### config.mk
export PLATFORM = sky130hd
export DESIGN_NAME = dnsq_rem_unit
export DESIGN_NICKNAME = d
export VERILOG_FILES = /design/src/rtl/dnsq_pkg.sv /design/src/rtl/dnsq_rem_unit.sv
export SDC_FILE = /design/constraint.sdc
export NUM_CORES = 1
export LEC_CHECK = 0
export BUFFER_PORTS_ARGS = -buffer_cell sky130_fd_sc_hd__buf_2
export CAP_MARGIN = 20
export CORE_MARGIN = 2
export CORE_UTILIZATION = 40
export DETAILED_ROUTE_END_ITERATION = 10
export PLACE_DENSITY_LB_ADDON = 0.3
export SYNTH_ARGS = -nofsm -noshare
export SYNTH_HDL_FRONTEND = slang
export SYNTH_SLANG_ARGS = --single-unit
### constraint.sdc
create_clock -name clk -period 4.8 [get_ports clk]
set_input_delay 0.24 -clock clk [delete_from_list [all_inputs] [get_ports clk]]
set_output_delay 0.24 -clock clk [all_outputs]
set_load 0.01 [all_outputs]
### src/rtl/dnsq_pkg.sv
package dnsq_pkg;

	localparam int SAMPLE_WIDTH_DEF = 24;
	localparam int MAX_BITS_DEF     = 24;

	localparam int CFG_INDEX_W = 3;
	localparam int CFG_DATA_W  = 32;

	localparam int GEN_W       = 32;
	localparam int STEP_W      = 32;
	localparam int REACH_W     = 23;
	localparam int BITS_W      = 5;
	localparam int MODE_W      = 2;
	localparam int DIV_W       = STEP_W + 1;
	localparam int EXTRA_FRAC  = 8;

	localparam logic [CFG_INDEX_W-1:0] REG_ENABLED   = 3'd0;
	localparam logic [CFG_INDEX_W-1:0] REG_MODE      = 3'd1;
	localparam logic [CFG_INDEX_W-1:0] REG_BIT_COUNT = 3'd2;
	localparam logic [CFG_INDEX_W-1:0] REG_REACH     = 3'd3;
	localparam logic [CFG_INDEX_W-1:0] REG_SEED      = 3'd4;

	localparam logic [MODE_W-1:0] MODE_PLAIN  = 2'd0;
	localparam logic [MODE_W-1:0] MODE_DITHER = 2'd1;
	localparam logic [MODE_W-1:0] MODE_SHAPED = 2'd2;

	localparam logic KIND_SAMPLE = 1'b0;
	localparam logic KIND_CLEAR  = 1'b1;

	localparam logic               ENABLED_RST = 1'b0;
	localparam logic [MODE_W-1:0]  MODE_RST    = MODE_DITHER;
	localparam logic [BITS_W-1:0]  BITS_RST    = 5'd16;
	localparam logic [REACH_W-1:0] REACH_RST   = 23'd1048576;
	localparam logic [GEN_W-1:0]   GEN_RST     = 32'd1;
	localparam logic [STEP_W-1:0]  STEP_RST    = 32'd8192;

	typedef struct packed {
		logic busy;
		logic done;
	} dnsq_div_stat_t;

	function automatic logic [GEN_W-1:0] xs32(input logic [GEN_W-1:0] g);
		logic [GEN_W-1:0] a;
		logic [GEN_W-1:0] b;
		a = g ^ (g << 13);
		b = a ^ (a >> 17);
		return b ^ (b << 5);
	endfunction

endpackage

### src/rtl/dnsq_rem_unit.sv
module dnsq_rem_unit import dnsq_pkg::*; #(
	parameter int NUM_W = 38
) (
	input  logic             clk,
	input  logic             arst_n,
	input  logic             start,
	input  logic [NUM_W-1:0] num,
	input  logic [DIV_W-1:0] divisor,
	output dnsq_div_stat_t   stat,
	output logic [DIV_W-1:0] rem
);

	localparam int CNT_W = $clog2(NUM_W + 1);

	logic [NUM_W-1:0] num_q;
	logic [DIV_W-1:0] rem_q;
	logic [CNT_W-1:0] cnt_q;
	logic             busy_q;
	logic             done_q;

	logic [DIV_W:0]   shifted;
	logic [DIV_W:0]   diff;
	logic             ge;

	assign shifted = {rem_q, num_q[NUM_W-1]};
	assign diff    = shifted - {1'b0, divisor};
	assign ge      = shifted >= {1'b0, divisor};

	always_ff @(posedge clk or negedge arst_n) begin
		if (!arst_n) begin
			busy_q <= 1'b0;
			done_q <= 1'b0;
			cnt_q  <= '0;
		end else begin
			done_q <= 1'b0;
			if (start) begin
				busy_q <= 1'b1;
				cnt_q  <= CNT_W'(NUM_W);
			end else if (busy_q) begin
				cnt_q <= cnt_q - CNT_W'(1);
				if (cnt_q == CNT_W'(1)) begin
					busy_q <= 1'b0;
					done_q <= 1'b1;
				end
			end
		end
	end

	always_ff @(posedge clk) begin
		if (start) begin
			num_q <= num;
			rem_q <= '0;
		end else if (busy_q) begin
			num_q <= {num_q[NUM_W-2:0], 1'b0};
			rem_q <= ge ? diff[DIV_W-1:0] : shifted[DIV_W-1:0];
		end
	end

	assign stat.busy = busy_q;
	assign stat.done = done_q;
	assign rem       = rem_q;

	a_busy_excl_done: assert property (@(posedge clk) disable iff (!arst_n)
		stat.busy |-> !stat.done)
		else $error("remainder unit busy and done together");

	a_done_pulse: assert property (@(posedge clk) disable iff (!arst_n)
		stat.done && !start |=> !stat.done)
		else $error("remainder unit done held longer than one cycle");

endmodule

After elaboration in Yosys (flattened, before gate mapping):

Cells that the tools add are included.

* bits in registers: 79
* output and inout port bits: 35
* word-level logic and storage cells: 21

* add/sub/neg operators: 2
* $lt $le $gt $ge: 1
* equal/unequal tests: 1
* multiplexer cells: 11
* reduce and logical (&&, ||, !) cells: 1

Operators with widths (count)
* 38-bit 2-to-1 mux: 2
* 34-bit by 33-bit greater-or-equal comparator with 1-bit output: 1
* 33-bit 2-to-1 mux: 1
* 33-bit subtractor: 1
* 6-bit 2-to-1 mux: 2
* 6-bit by 1-bit == test with 1-bit output (second input constant): 1
* 1-bit 2-to-1 mux: 6
* 6-bit by 1-bit subtractor with 6-bit output (second input constant): 1
* 2-bit nonzero test: 1

Longest topological paths before layout:

* depth in word-level cells: 4
* mapped depth: 14

Worst setup path after synthesis:

Ideal clock, no wire load.

* path type: reg2reg
* from: register num_q[37]
* to: register rem_q[10] (netlist: rem[10])
* arrival: 2658 ps
* data required time: 4663 ps
* slack: 2005 ps
* stages on the path, launching flop included: 15
* buffers on the path: 2
* clock period less this slack: 2795 ps
* cells stage by stage: edfxtp_1 inv_1 ha_1 inv_1 fa_1 a21o_1 a221o_1 a32oi_2 o21ai_2 o22ai_4 a21o_1 buf_6 buf_12 mux2i_1 a211oi_1

* word-level cells in the longest chain between the ends: 2

Ends and longest elaborated chain
* from (decl): line dnsq_rem_unit.sv:15 `logic [NUM_W-1:0] num_q;`
* from (signal assigned): line dnsq_rem_unit.sv:51 `num_q <= num;`
* from (signal assigned): line dnsq_rem_unit.sv:54 `num_q <= {num_q[NUM_W-2:0], 1'b0};`
* 33-bit subtractor or 34-bit by 33-bit greater-or-equal comparator with 1-bit output (tied branches): line dnsq_rem_unit.sv:26, dnsq_rem_unit.sv:27
* 33-bit 2-to-1 mux (*): line dnsq_rem_unit.sv:55 `rem_q <= ge ? diff[DIV_W-1:0] : shifted[DIV_W-1:0];`
* to (signal assigned): line dnsq_rem_unit.sv:55
* to (decl): line dnsq_rem_unit.sv:16 `logic [DIV_W-1:0] rem_q;`

Mark *: on every way between the ends. The rest lies on a longest branch, timed or not.
A chain may end at the register's enable or synchronous reset.

Worst setup path in the final report:

* from: register num_q[37]
* to: register rem_q[16] (netlist: rem[16])

Same word-level chain as after synthesis.

==> metrics.cfg <==
[drt]
drc = 0
drtIter0Drc = 317
dr_total_vias = 4569
wl_per_cell_um = 15.3
ant_nets = 0
routed_via_density = 5.34
dr.pass1.iters = 5
wl_mm = 13.0

[setup_path]
critPathArrivalTime_ns = 3.78
crit_path_cell_trace = inv_1 > ha_1 > inv_1 > fa_1 > a21o_1 > a221o_1 > a32oi_2 > o21ai_2 > o22ai_4 > a21o_1 > buf_12 > mux2i_1 > a211oi_1
slowest_stage = a21o_1
start_kind = register
critPathMaxFanout = 23
critical-path-max-stage-delay_ns = 0.65
worst_setup_path_end_kind = register
critPathKind = register to register
cp.required_ns = 4.99

[pwr]
p_leak_nw = 3.10
pwr_density_cell_nw_per_um2 = 252
vdd_drop_max_mv = 0.269

[clocking]
cts_hold_buf = 1
clock_latency_ns = 0.35
clkTransAtPathRegs_ns = 0.06
htree_num_levels = 3
postCtsSetupRepairBufs = 0
cts_tree = built
cts_resized = 0
cts-buffers-inserted = 9
clock-root-buffer = clkbuf_16
cts_max_path_buffers = 2
cts.sinks = 79

[synth]
synth_top_area_cell = edfxtp_1
syn_nets = 695
ys_types = 61
avgSynthCellArea_sq_um = 9.40
syn-cell-area_sq_um = 5500
synth_area_leaders = edfxtp_1, dfxtp_1, ha_1, mux2_2, mux2i_1
synth_warnings = 0
synthArstFlopShare_pct = 10.1
synthTopCellsByCount = nor2_1, inv_1, nand2_1, edfxtp_1, mux2_2
synth-edff-count = 38
ys_ff_latch = 79
seq_area_frac_synth_pct = 36.4
synth_top_area_share_pct = 20.8
yosys.cell_count.top_type = nor2_1
synthCells = 585
ys.flop_type = edfxtp_1

[global_routing]
grt_max_degree = 52
grt_pass1_vias = 4477
grt_pass1_wl_mm = 21.3
antenna_found_initial = 0
track_usage_pct = 18.3
overflow = 0

[worst_hold_path]
hold_path.class = input pin to register

[die]
die_y_um = 121
rows = 42
floorplan.initialDensity_pct = 41.2
core_sq_um = 13300
io_pins = 109
chipWidth_um = 121
die-area_sq_um = 14700

[sta]
period_needed_ns = 3.59
fin_crit_sh_pct = 74.8
maxSlewViolCount = 0
hold_viol = 0
setup_violations = 0
worst_slack_ns = 1.21
rsz0062_at_grt = no
worst_pin_slew_ns = 0.765
slew_headroom_pct = 49.0
finalSetupTns_ns = 0
final.setup_skew_ns = 0.00835
fmax_mhz = 279

[finish]
nets = 784
final_layout_size_suffix_gt1_share_pct = 25.9
syn_to_final_growth_pct = 16.1
antenna_cells = 0

[job]
cap_violations = 0

[placed_design]
post-place-ws_ns = 1.23
finalWeightedCongestion = 0.887
dp_hpwl_mm = 9.74
portBuffers = 108

[run_status]
status = finished, final reports clean

## sequential cells by signal, indices dropped and copies added (netlist names)
name and flops:
busy_q 1, cnt_q 6, done_q 1, num_q 38
rem 33
## area by class of cell
type	instances	area (sq um)
flip-flops and latches	79	2000
fillers	1309	6960
inverters	46	173
clock inverters	5	42.5
repair buffers	114	601
clock buffers	11	233
multi-input cells	424	3110
well taps	176	220
## kinds of logic after synthesis
logic type      share of synthesized area (%)
compound gates                           17.9
simple gates                             12.6
buf+inv                                  6.99
flops                                    36.4
mux                                      12.7
fa+ha+maj                                8.33
xor+xnor                                 5.10
## routing by layer
layer	routed length (um)	GRT usage (%)
met4	311	6.61
met2	6070	30.0
met3	942	5.92
met5	0	0
met1	5720	22.5
## critical path: cells and delay by family (launching register included)
kind | cells | cell delay, ns
compound gates | 7 | 1.84
fa+ha+maj | 2 | 0.55
flops | 1 | 0.40
buf+inv | 3 | 0.39
mux | 1 | 0.22
## metrics by stage
stage / area, sq um / instances / util (%) / total power [W] / hold slack (ns)
floorplan: 5500 / 585 / - / 0.000915 / -0.0556
global placement: 6100 / 838 / 45.7 / 0.000973 / 0.0920
detailed placement: 6100 / 838 / 45.7 / 0.000980 / 0.0910
CTS: 6380 / 855 / 47.8 / 0.00164 / 0.168
global route: 6380 / 855 / 47.8 / 0.00168 / 0.183
finish: 6380 / 855 / 47.8 / 0.00161 / 0.176
## report_power, final
group	internal (W)	switching (W)
Combinational	0.0000976	0.000103
Sequential	0.000751	0.0000158
Clock	0.000355	0.000290
Total	0.00120	0.000408
## layout by cell type (no fill, tap or decap), types with 3 or more instances in the layout
master / Yosys / final
o211ai_1: 5 / 5
and3_1: 3 / 3
o21ai_0: 18 / 18
buf_2: 11 / 108
or2_2: 5 / 5
a31oi_1: 3 / 3
dfxtp_1: 33 / 33
a32oi_1: 4 / 4
or3_1: 3 / 3
clkbuf_16: 0 / 9
a21o_1: 13 / 13
mux2i_1: 28 / 28
a211oi_1: 20 / 20
mux2_2: 37 / 37
nand2b_1: 7 / 7
o21bai_1: 8 / 8
nand2_1: 39 / 39
o21ai_1: 14 / 14
a311oi_1: 4 / 4
inv_1: 46 / 46
nor2_1: 49 / 49
dfrtp_1: 8 / 8
edfxtp_1: 38 / 38
xor2_1: 9 / 9
nand4_1: 10 / 10
xnor2_1: 23 / 23
a21oi_1: 34 / 34
nor4_1: 5 / 5
nor3_1: 4 / 4
buf_4: 2 / 4
nand3_1: 10 / 10
clkinv_4: 0 / 3
ha_1: 35 / 35
## path summary, 6_finish.rpt
check	endpoint	slack (ns)	cells past startpoint	startpoint
min in group asynchronous	cnt_q[3]	0.27	2	arst_n
setup reg to reg	rem[16]	1.21	13	num_q[37]
max in group asynchronous	cnt_q[5]	4.36	2	arst_n
hold / removal	num_q[0]	0.18	2	num[0]
setup / recovery	rem[16]	1.21	13	num_q[37]
hold reg to reg	rem[13]	0.49	2	rem[13]
(Power assumes the default switching activity.)
